--- src/rtl/core/rdtv_pkg.sv ---
// rdtv_pkg: shared types and codes of the rfc3339 date-time validator
// used by the parser front end, the word queue and the range-check back end
package rdtv_pkg;

  localparam logic [1:0] FMT_DATE_TIME = 2'd0;
  localparam logic [1:0] FMT_DATE      = 2'd1;
  localparam logic [1:0] FMT_TIME      = 2'd2;
  localparam logic [1:0] FMT_BAD       = 2'd3;

  localparam logic [3:0] ERR_OK       = 4'd0;
  localparam logic [3:0] ERR_SYNTAX   = 4'd1;
  localparam logic [3:0] ERR_MONTH    = 4'd2;
  localparam logic [3:0] ERR_DAY      = 4'd3;
  localparam logic [3:0] ERR_HOUR     = 4'd4;
  localparam logic [3:0] ERR_MINUTE   = 4'd5;
  localparam logic [3:0] ERR_OFF_HOUR = 4'd6;
  localparam logic [3:0] ERR_OFF_MIN  = 4'd7;
  localparam logic [3:0] ERR_SECOND   = 4'd8;

  // parsed string, one entry per finished run
  typedef struct packed {
    logic [1:0] fmt;
    logic       syn_bad;
    logic [6:0] year_hi;
    logic [6:0] year_lo;
    logic [6:0] month;
    logic [6:0] day;
    logic [6:0] hour;
    logic [6:0] minute;
    logic [6:0] second;
    logic       off_neg;
    logic [6:0] off_hour;
    logic [6:0] off_min;
  } snap_t;

  typedef struct packed {
    logic empty;
    logic full;
  } q_status_t;

endpackage

--- src/rtl/core/rdtv_front.sv ---
// rdtv_front: byte-wide syntax parser and field accumulators
// depends on rdtv_pkg; pushes one parsed entry per string into rdtv_queue
module rdtv_front (
  input  logic                clk,
  input  logic                rst,
  input  logic                in_valid,
  output logic                in_stall,
  input  logic [1:0]          mode,
  input  logic [7:0]          char_byte,
  input  logic                last_char,
  input  rdtv_pkg::q_status_t q_status,
  output logic                push,
  output rdtv_pkg::snap_t     snap
);

  localparam logic [4:0] PH_START     = 5'd0;
  localparam logic [4:0] PH_Y0        = 5'd1;
  localparam logic [4:0] PH_Y1        = 5'd2;
  localparam logic [4:0] PH_Y2        = 5'd3;
  localparam logic [4:0] PH_Y3        = 5'd4;
  localparam logic [4:0] PH_DASH1     = 5'd5;
  localparam logic [4:0] PH_MO0       = 5'd6;
  localparam logic [4:0] PH_MO1       = 5'd7;
  localparam logic [4:0] PH_DASH2     = 5'd8;
  localparam logic [4:0] PH_DA0       = 5'd9;
  localparam logic [4:0] PH_DA1       = 5'd10;
  localparam logic [4:0] PH_DATE_END  = 5'd11;
  localparam logic [4:0] PH_H0        = 5'd12;
  localparam logic [4:0] PH_H1        = 5'd13;
  localparam logic [4:0] PH_COL1      = 5'd14;
  localparam logic [4:0] PH_MI0       = 5'd15;
  localparam logic [4:0] PH_MI1       = 5'd16;
  localparam logic [4:0] PH_COL2      = 5'd17;
  localparam logic [4:0] PH_S0        = 5'd18;
  localparam logic [4:0] PH_S1        = 5'd19;
  localparam logic [4:0] PH_AFTER_SEC = 5'd20;
  localparam logic [4:0] PH_FRAC1     = 5'd21;
  localparam logic [4:0] PH_FRAC      = 5'd22;
  localparam logic [4:0] PH_OH0       = 5'd23;
  localparam logic [4:0] PH_OH1       = 5'd24;
  localparam logic [4:0] PH_OCOL      = 5'd25;
  localparam logic [4:0] PH_OM0       = 5'd26;
  localparam logic [4:0] PH_OM1       = 5'd27;
  localparam logic [4:0] PH_DONE      = 5'd28;

  function automatic logic [6:0] acc2(input logic [6:0] a, input logic [3:0] dg);
    logic [10:0] t;
    t = {4'd0, a} * 11'd10 + {7'd0, dg};
    return t[6:0];
  endfunction

  logic [4:0]      phase;
  logic            syntax_bad;
  rdtv_pkg::snap_t acc;

  logic [4:0]      p;
  logic [4:0]      phase_next;
  logic            bad_next;
  logic [4:0]      want;
  rdtv_pkg::snap_t acc_next;
  logic            start;
  logic            dig;
  logic            zulu;
  logic            sgn;
  logic            accept;

  assign in_stall = q_status.full;
  assign accept   = in_valid && !in_stall;
  assign push     = accept && last_char;

  always_comb begin
    start = (phase == PH_START);
    dig   = (char_byte >= 8'h30) && (char_byte <= 8'h39);
    zulu  = (char_byte == "Z") || (char_byte == "z");
    sgn   = (char_byte == "+") || (char_byte == "-");
    p     = start ? ((mode == rdtv_pkg::FMT_TIME) ? PH_H0 : PH_Y0) : phase;
    acc_next = acc;
    if (start) acc_next.fmt = mode;
    phase_next = p;
    bad_next   = syntax_bad || (start && (mode == rdtv_pkg::FMT_BAD));
    if (!bad_next) begin
      case (p)
        PH_Y0, PH_Y1: begin
          if (dig) begin
            acc_next.year_hi = acc2(acc.year_hi, char_byte[3:0]);
            phase_next = p + 5'd1;
          end else bad_next = 1'b1;
        end
        PH_Y2, PH_Y3: begin
          if (dig) begin
            acc_next.year_lo = acc2(acc.year_lo, char_byte[3:0]);
            phase_next = p + 5'd1;
          end else bad_next = 1'b1;
        end
        PH_MO0, PH_MO1: begin
          if (dig) begin
            acc_next.month = acc2(acc.month, char_byte[3:0]);
            phase_next = p + 5'd1;
          end else bad_next = 1'b1;
        end
        PH_DA0, PH_DA1: begin
          if (dig) begin
            acc_next.day = acc2(acc.day, char_byte[3:0]);
            phase_next = p + 5'd1;
          end else bad_next = 1'b1;
        end
        PH_H0, PH_H1: begin
          if (dig) begin
            acc_next.hour = acc2(acc.hour, char_byte[3:0]);
            phase_next = p + 5'd1;
          end else bad_next = 1'b1;
        end
        PH_MI0, PH_MI1: begin
          if (dig) begin
            acc_next.minute = acc2(acc.minute, char_byte[3:0]);
            phase_next = p + 5'd1;
          end else bad_next = 1'b1;
        end
        PH_S0, PH_S1: begin
          if (dig) begin
            acc_next.second = acc2(acc.second, char_byte[3:0]);
            phase_next = p + 5'd1;
          end else bad_next = 1'b1;
        end
        PH_OH0, PH_OH1: begin
          if (dig) begin
            acc_next.off_hour = acc2(acc.off_hour, char_byte[3:0]);
            phase_next = p + 5'd1;
          end else bad_next = 1'b1;
        end
        PH_OM0, PH_OM1: begin
          if (dig) begin
            acc_next.off_min = acc2(acc.off_min, char_byte[3:0]);
            phase_next = p + 5'd1;
          end else bad_next = 1'b1;
        end
        PH_DASH1, PH_DASH2: begin
          if (char_byte == "-") phase_next = p + 5'd1;
          else bad_next = 1'b1;
        end
        PH_COL1, PH_COL2, PH_OCOL: begin
          if (char_byte == ":") phase_next = p + 5'd1;
          else bad_next = 1'b1;
        end
        PH_DATE_END: begin
          if ((acc_next.fmt == rdtv_pkg::FMT_DATE_TIME) &&
              ((char_byte == "T") || (char_byte == "t"))) phase_next = PH_H0;
          else bad_next = 1'b1;
        end
        PH_AFTER_SEC, PH_FRAC: begin
          if ((p == PH_AFTER_SEC) && (char_byte == ".")) phase_next = PH_FRAC1;
          else if ((p == PH_FRAC) && dig) phase_next = PH_FRAC;
          else if (zulu) phase_next = PH_DONE;
          else if (sgn) begin
            acc_next.off_neg = (char_byte == "-");
            phase_next = PH_OH0;
          end else bad_next = 1'b1;
        end
        PH_FRAC1: begin
          if (dig) phase_next = PH_FRAC;
          else bad_next = 1'b1;
        end
        default: bad_next = 1'b1;
      endcase
    end
    want = (acc_next.fmt == rdtv_pkg::FMT_DATE) ? PH_DATE_END : PH_DONE;
    snap = acc_next;
    snap.syn_bad = bad_next || (phase_next != want);
  end

  always_ff @(posedge clk) begin
    if (rst) begin
      phase      <= PH_START;
      syntax_bad <= 1'b0;
      acc        <= '0;
    end else if (accept) begin
      if (last_char) begin
        phase      <= PH_START;
        syntax_bad <= 1'b0;
        acc        <= '0;
      end else begin
        phase      <= phase_next;
        syntax_bad <= bad_next;
        acc        <= acc_next;
      end
    end
  end

endmodule

--- src/rtl/core/rdtv_queue.sv ---
// rdtv_queue: two-entry word queue between parser and checker
// depends on rdtv_pkg for the entry and status types
module rdtv_queue (
  input  logic                clk,
  input  logic                rst,
  input  logic                push,
  input  rdtv_pkg::snap_t     wr_data,
  input  logic                pop,
  output rdtv_pkg::snap_t     rd_data,
  output rdtv_pkg::q_status_t status
);

  rdtv_pkg::snap_t mem [2];
  logic            wr_ptr;
  logic            rd_ptr;
  logic [1:0]      count;

  assign rd_data      = mem[rd_ptr];
  assign status.empty = (count == 2'd0);
  assign status.full  = (count == 2'd2);

  always_ff @(posedge clk) begin
    if (push) mem[wr_ptr] <= wr_data;
  end

  always_ff @(posedge clk) begin
    if (rst) begin
      wr_ptr <= 1'b0;
      rd_ptr <= 1'b0;
      count  <= 2'd0;
    end else begin
      if (push) wr_ptr <= ~wr_ptr;
      if (pop) rd_ptr <= ~rd_ptr;
      case ({push, pop})
        2'b10:   count <= count + 2'd1;
        2'b01:   count <= count - 2'd1;
        default: count <= count;
      endcase
    end
  end

endmodule

--- src/rtl/core/rdtv_back.sv ---
// rdtv_back: range checks on a parsed entry and the result output register
// depends on rdtv_pkg; pops entries from rdtv_queue
module rdtv_back (
  input  logic                clk,
  input  logic                rst,
  input  rdtv_pkg::snap_t     head,
  input  rdtv_pkg::q_status_t q_status,
  output logic                pop,
  output logic                out_valid,
  input  logic                out_stall,
  output logic                valid_res,
  output logic [3:0]          error_code
);

  logic        leap;
  logic [6:0]  dmax;
  logic [3:0]  date_err;
  logic [3:0]  time_err;
  logic [3:0]  err;
  logic [12:0] t_min;
  logic [12:0] o_min;
  logic [14:0] diff;
  logic [6:0]  smax;

  assign pop = !q_status.empty && (!out_valid || !out_stall);

  always_comb begin
    leap = (head.year_lo[1:0] == 2'd0) && ((head.year_lo != 7'd0) ||
           (head.year_hi[1:0] == 2'd0));
    if (head.month == 7'd2) dmax = leap ? 7'd29 : 7'd28;
    else if (head.month <= 7'd7) dmax = head.month[0] ? 7'd31 : 7'd30;
    else dmax = head.month[0] ? 7'd30 : 7'd31;
    if ((head.month < 7'd1) || (head.month > 7'd12)) date_err = rdtv_pkg::ERR_MONTH;
    else if ((head.day < 7'd1) || (head.day > dmax)) date_err = rdtv_pkg::ERR_DAY;
    else date_err = rdtv_pkg::ERR_OK;

    t_min = {6'd0, head.hour} * 13'd60 + {6'd0, head.minute};
    o_min = {6'd0, head.off_hour} * 13'd60 + {6'd0, head.off_min};
    diff  = head.off_neg ? ({2'b00, t_min} + {2'b00, o_min})
                         : ({2'b00, t_min} - {2'b00, o_min});
    // utc 23:59 after wrapping into one day
    smax  = ((diff == 15'd1439) || (diff == 15'h7fff)) ? 7'd60 : 7'd59;

    if (head.hour > 7'd23) time_err = rdtv_pkg::ERR_HOUR;
    else if (head.minute > 7'd59) time_err = rdtv_pkg::ERR_MINUTE;
    else if (head.off_hour > 7'd23) time_err = rdtv_pkg::ERR_OFF_HOUR;
    else if (head.off_min > 7'd59) time_err = rdtv_pkg::ERR_OFF_MIN;
    else if (head.second > smax) time_err = rdtv_pkg::ERR_SECOND;
    else time_err = rdtv_pkg::ERR_OK;

    if (head.syn_bad) err = rdtv_pkg::ERR_SYNTAX;
    else if ((head.fmt != rdtv_pkg::FMT_TIME) && (date_err != rdtv_pkg::ERR_OK))
      err = date_err;
    else if (head.fmt != rdtv_pkg::FMT_DATE) err = time_err;
    else err = rdtv_pkg::ERR_OK;
  end

  always_ff @(posedge clk) begin
    if (rst) begin
      out_valid <= 1'b0;
    end else if (pop) begin
      out_valid <= 1'b1;
    end else if (!out_stall) begin
      out_valid <= 1'b0;
    end
  end

  always_ff @(posedge clk) begin
    if (pop) begin
      valid_res  <= (err == rdtv_pkg::ERR_OK);
      error_code <= err;
    end
  end

endmodule

--- src/rtl/core/rfc3339_date_time_validator.sv ---
// rfc3339_date_time_validator: validates one date, time or date-time string
// per run, one byte per cycle while in_stall is low. The first byte of a
// string takes the format from mode; the byte marked last_char ends the
// string and gives one result word with the first failing check. Bytes are
// accepted in every cycle without in_stall; the parser hands each finished
// string to a two-entry queue, and the checker pops it into the registered
// output once that register is free. in_stall rises only while the queue is
// full, which happens only while a result waits at the output. Depends on
// rdtv_pkg, rdtv_front, rdtv_queue and rdtv_back.
module rfc3339_date_time_validator (
  input  logic       clk,
  input  logic       rst,
  input  logic       in_valid,
  output logic       in_stall,
  input  logic [1:0] mode,
  input  logic [7:0] char_byte,
  input  logic       last_char,
  output logic       out_valid,
  input  logic       out_stall,
  output logic       valid_res,
  output logic [3:0] error_code
);

  rdtv_pkg::snap_t     wr_snap;
  rdtv_pkg::snap_t     head;
  rdtv_pkg::q_status_t q_status;
  logic                q_push;
  logic                q_pop;

  rdtv_front u_front (
    .clk       (clk),
    .rst       (rst),
    .in_valid  (in_valid),
    .in_stall  (in_stall),
    .mode      (mode),
    .char_byte (char_byte),
    .last_char (last_char),
    .q_status  (q_status),
    .push      (q_push),
    .snap      (wr_snap)
  );

  rdtv_queue u_queue (
    .clk     (clk),
    .rst     (rst),
    .push    (q_push),
    .wr_data (wr_snap),
    .pop     (q_pop),
    .rd_data (head),
    .status  (q_status)
  );

  rdtv_back u_back (
    .clk        (clk),
    .rst        (rst),
    .head       (head),
    .q_status   (q_status),
    .pop        (q_pop),
    .out_valid  (out_valid),
    .out_stall  (out_stall),
    .valid_res  (valid_res),
    .error_code (error_code)
  );

`ifndef NO_ASSERTIONS
  a_pop_nonempty: assert property (@(posedge clk) disable iff (rst)
    q_pop |-> !q_status.empty)
    else $error("pop from empty queue");

  a_full_means_waiting: assert property (@(posedge clk) disable iff (rst)
    q_status.full |-> out_valid)
    else $error("queue full with no result waiting");

  a_pop_gives_result: assert property (@(posedge clk) disable iff (rst)
    q_pop |=> out_valid)
    else $error("popped word did not reach the output");

  a_ok_flag: assert property (@(posedge clk) disable iff (rst)
    out_valid |-> (valid_res == (error_code == rdtv_pkg::ERR_OK)))
    else $error("valid_res disagrees with error_code");
`endif

endmodule

--- config.mk ---
export PLATFORM = sky130hd
export DESIGN_NAME = rfc3339_date_time_validator
export DESIGN_NICKNAME = d
export VERILOG_FILES = /design/src/rtl/core/rdtv_pkg.sv /design/src/rtl/core/rdtv_front.sv /design/src/rtl/core/rdtv_queue.sv /design/src/rtl/core/rdtv_back.sv /design/src/rtl/core/rfc3339_date_time_validator.sv
export SDC_FILE = /design/constraint.sdc
export NUM_CORES = 1
export LEC_CHECK = 0
export BUFFER_PORTS_ARGS = -buffer_cell sky130_fd_sc_hd__buf_4
export CORE_UTILIZATION = 60
export CTS_BUF_LIST = sky130_fd_sc_hd__clkbuf_2 sky130_fd_sc_hd__clkbuf_4 sky130_fd_sc_hd__clkbuf_8
export DETAILED_ROUTE_END_ITERATION = 8
export PLACE_DENSITY_LB_ADDON = 0.3
export SLEW_MARGIN = 20
export SYNTH_ARGS = -nofsm -noshare
export SYNTH_HDL_FRONTEND = slang
export SYNTH_HIERARCHICAL = 1
export SYNTH_SLANG_ARGS = --single-unit
--- constraint.sdc ---
create_clock -name clk -period 7.7 [get_ports clk]
set_input_delay 0.385 -clock clk [delete_from_list [all_inputs] [get_ports clk]]
set_output_delay 0.385 -clock clk [all_outputs]
set_load 0.01 [all_outputs]
* After elaboration in Yosys (flattened, before gate mapping) *
Memory sizes are Yosys's and may differ from the RTL's. A register that Yosys moved wholly into a read port is not among the register bits.
Cells that the tools add are included.

storage, ports and cells
  word-level logic and storage cells = 232
  output and inout bits = 7
  memories = 1
  RAM bits = 134
  register bits after elaboration = 82

cells by class
  bitwise logic cells = 2
  eq/ne operators = 48
  $add $sub $neg = 16
  muxes and demuxes = 76
  $lt $le $gt $ge = 12
  reductions and logical operators = 47
  $mul = 11

memory list
  memory       words  bits a word  rd ports  clocked after Yosys merged registers in  write ports  line              source
  u_queue.mem  2      67           1         1                                        1            rdtv_queue.sv:13  rdtv_pkg::snap_t mem [2];

operators with widths
  operator                                                       number
  two-way mux 7 bit                                              20
  two-way mux 67 bit                                             1
  two-way mux 5 bit                                              13
  two-way mux 64 bit                                             1
  adder 7 x 4 -> 7 bit                                           9
  multiplier 7 x 3 -> 6 bit, second input constant               9
  equality test 5 bit, second input constant                     12
  equality test 5 x 4 -> 1 bit, second input constant            8
  two-way mux 4 bit                                              10
  equality test 8 x 6 -> 1 bit, second input constant            4
  equality test 8 x 7 -> 1 bit, second input constant            4
  case mux 5 bit (6 select lines)                                1
  adder 13 x 7 -> 13 bit                                         2
  two-way mux 1 bit                                              24
  multiplier 7 x 4 -> 11 bit, second input constant              2
  OR reduction 2 bit                                             11
  equality test 5 x 3 -> 1 bit, second input constant            4
  OR reduction 19 bit                                            1
  OR reduction 18 bit                                            1
  equality test 15 x 11 -> 1 bit, second input constant          1
  equality test 15 bit, second input constant                    1
  two-way mux 15 bit                                             1
  adder 13 x 13 -> 14 bit                                        1
  greater-than comparator 7 x 5 -> 1 bit, second input constant  2
  other kinds (34)                                               69

* Logic depth before layout (Yosys ltp) *
  depth after elaboration = 17
  mapped depth = 33
  gate-level depth less buffers = 30

* Modules after synthesis *
The synthesis kept the hierarchy.

by module, submodules not included
  module      cells an instance  instances  area each (um2)
  rdtv_front  714                1          6242.2
  rdtv_queue  230                1          5028.6
  rdtv_back   459                1          3743.6

* Least setup slack after synthesis *
OpenSTA, ideal clock, no wires.

  path kind = register -> register
  start = reg (tool-made name)
  end = reg u_back.valid_res, data pin
  clock period less this slack = 7.123 ns
  cell stages (with the launch flop) = 32
  path slack = 0.577 ns
  arrival = 6.854 ns
  path buffers = 1
  required time = 7.432 ns
  cells stage by stage = dfxtp_1 > buf_2 > mux2_2 > fa_1 > fa_1 > inv_1 > fa_1 > inv_1 > ha_1 > inv_1 > o21bai_1 > a21o_1 > nand2_1 > a2111oi_0 > xor2_1 > ha_1 > inv_1 > a21oi_1 > a21oi_1 > a31oi_1 > or4_4 > a2111o_1 > and4b_1 > o2111ai_1 > ha_1 > inv_1 > a21o_1 > a21oi_1 > a311oi_1 > nor2_1 > a21oi_1 > nor3_1

RTL lines
  item                  line             source
  end signal, assigned  rdtv_back.sv:70  valid_res <= (err == rdtv_pkg::ERR_OK);
  end, declared         rdtv_back.sv:11  output logic valid_res,

==> results_dict.tcl <==
set metrics [dict create \
    status "completed" \
    cts.reportedPaths.clkPinSlew_ns 0.06 \
    critPathTopFamily "adder cells" \
    area_growth_pct 7.97 \
    die_w_um 156 \
    required_ns 7.95 \
    num_vias 10200 \
    slew_violations 0 \
    period_share_pct 94.6 \
    multi_input_area_um2 8310 \
    drc 0 \
    postRouteAntennaNets 0 \
    crit_arrival_ns 7.53 \
    regArea_um2 5340 \
    via_per_inst 6.01 \
    whs_ns 0.152 \
    dr.pass1.iters 5 \
    gr-usage-all-layers_pct 26.0 \
    wl_per_cell_um 17.9 \
    worstMarginPinSlew_ns 1.04 \
    insertion_delay_ns 0.52 \
    maxSlewHeadroom_pct 30.3 \
    antenna_found_initial 0 \
    die_h_um 156 \
    grt_pass1_wl_um 50500 \
    cp_slowest_cell "fa_1" \
    io_pins 22 \
    syn_area_um2 14200 \
    rrSetupSlack_ns 0.41 \
    cp-end-kind "flop" \
    cts_htree_levels 2 \
    timing.fmax_mhz 137 \
    cts.sinks 202 \
    r2r_end "u_back/valid_res$_DFFE_PP_" \
    maxCapViolations 0 \
    whs_path_depth 3 \
    fin_tns_setup_ns 0 \
    nets 1558 \
    start_util_pct 62.1 \
    cts_tree "done" \
    root_buffer "clkbuf_8" \
    min-delay-start "out_stall" \
    place.gp.congestion 0.902 \
    rr_worst_depth 32 \
    yosys_warnings 6 \
    final_core_util_pct 67.0 \
    port-buffer-count 21 \
    syn-num-nets 1541 \
    startpoint_type "flop" \
    setup_violations 0 \
    period_minus_slack_ns 7.29 \
    finalHoldViolations 0 \
    finalWirelength_um 30400 \
    drive_above_1_share_pct 16.3 \
    first_global_vias 10200 \
    rsz0062_at_grt "false" \
    gr-total-overflow 0 \
    critPathMaxStageDelay_ns 0.60 \
    clock_path_buffers 3 \
    row_count 55 \
    critPathKind "flop to flop" \
    hold_end "u_back/out_valid$_SDFFE_PP0P_" \
    drt-initial-drc-count 661 \
    fin_skew_ns 0.0209 \
    fillCellCount 1796 \
    synth.avg_cell_area_um2 10.6 \
    hold_class "input pin to flop" \
    cts_buffers 35 \
    cp_num_buf_inv 8 \
    synth_cells 1343 \
    grt_max_degree 63 \
    cp_max_fo 7 \
    core-area_um2 22900 \
    diodes 0 \
    die-area_um2 24300 \
    dp_hpwl_um 21000 \
]
[cells in the final DEF, fill, tap and decap left out, types with 4 or more instances in the layout]
cell type / count
ha_1: 141
edfxtp_1: 129
nor2_1: 102
mux2_2: 99
inv_1: 93
xnor2_1: 83
a21oi_1: 77
dfxtp_1: 72
nand2_1: 53
a22oi_1: 52
o21ai_0: 45
fa_1: 42
clkbuf_8: 41
buf_4: 34
a21o_1: 27
nor2b_1: 23
xor2_1: 23
nor3_1: 20
nor3b_1: 15
nand3_1: 15
nand2b_1: 14
a22o_1: 14
a31oi_1: 13
clkbuf_4: 12
nand4_1: 9
nor4_1: 8
o21bai_1: 6
and3_1: 6
clkinv_2: 5
or4_1: 5
a41oi_1: 4
a211oi_1: 4
a221oi_1: 4
[through the flow]
step           setup WS, ns  std cells  cell area (um^2)
2_1_floorplan         0.577       1343             14200
3_3_place_gp          0.309       1633             14600
3_5_place_dp         0.0967       1633             14600
4_1_cts              0.0751       1696             15300
5_1_grt              0.0136       1699             15400
6_report              0.415       1699             15400
[what timing repair did]
| item | in CTS | in global routing |
|---|---|---|
| setup endpoints to repair | 0 | 2 |
| hold buffers | 0 | 0 |
| setup buffers | 0 | 3 |
| gates resized for setup | 0 | 5 |
[state kept, by name, indices dropped and copies added, names as in the netlist, named ones only]
name	cells
u_front/acc	61
u_queue/mem	124
u_back/valid_res	1
u_queue/rd_ptr	1
u_queue/wr_ptr	1
u_queue/count	2
u_back/error_code	4
u_back/out_valid	1
u_front/syntax_bad	1
u_front/phase	5
[layout make-up]
type,count,area share [%]
multi-input combinational,992,54.1
sequential,202,34.8
inverter,94,2.30
clock inverter,10,0.334
clock buffer,53,4.26
timing repair buffer,35,1.69
tap,313,2.55
[how the worst max path moves through the flow]
stage / endpoint / startpoint / depth (start not counted) / slack (ns)
floorplan: u_back/valid_res$_DFFE_PP_ / flop / 31 / 0.58
global placement: u_back/valid_res$_DFFE_PP_ / flop / 31 / 0.31
detailed placement: u_back/valid_res$_DFFE_PP_ / flop / 31 / 0.1
CTS: u_back/valid_res$_DFFE_PP_ / flop / 31 / 0.08
global route: u_back/valid_res$_DFFE_PP_ / flop / 30 / 0.01
finish: u_back/valid_res$_DFFE_PP_ / flop / 32 / 0.41
[routing by layer]
layer / track usage, % / part of all wire [%]
met3: 4.42 / 5.2
met2: 43.3 / 47
met4: 10.4 / 3.2
met1: 33.5 / 44
met5: 0 / 0
[worst reg2reg max path: cells and delay by family, from the launching register on]
kind / cells / cell delay, ns
xor+xnor: 1 / 0.26
simple gates: 6 / 1.27
flops: 1 / 0.41
mux: 1 / 0.43
fa+ha+maj: 5 / 1.99
compound gates: 11 / 1.84
buf+inv: 8 / 0.82
Power is left out: the tool's default activity adds up to more than one toggle a clock period on the data nets, which glitch-free logic cannot reach.
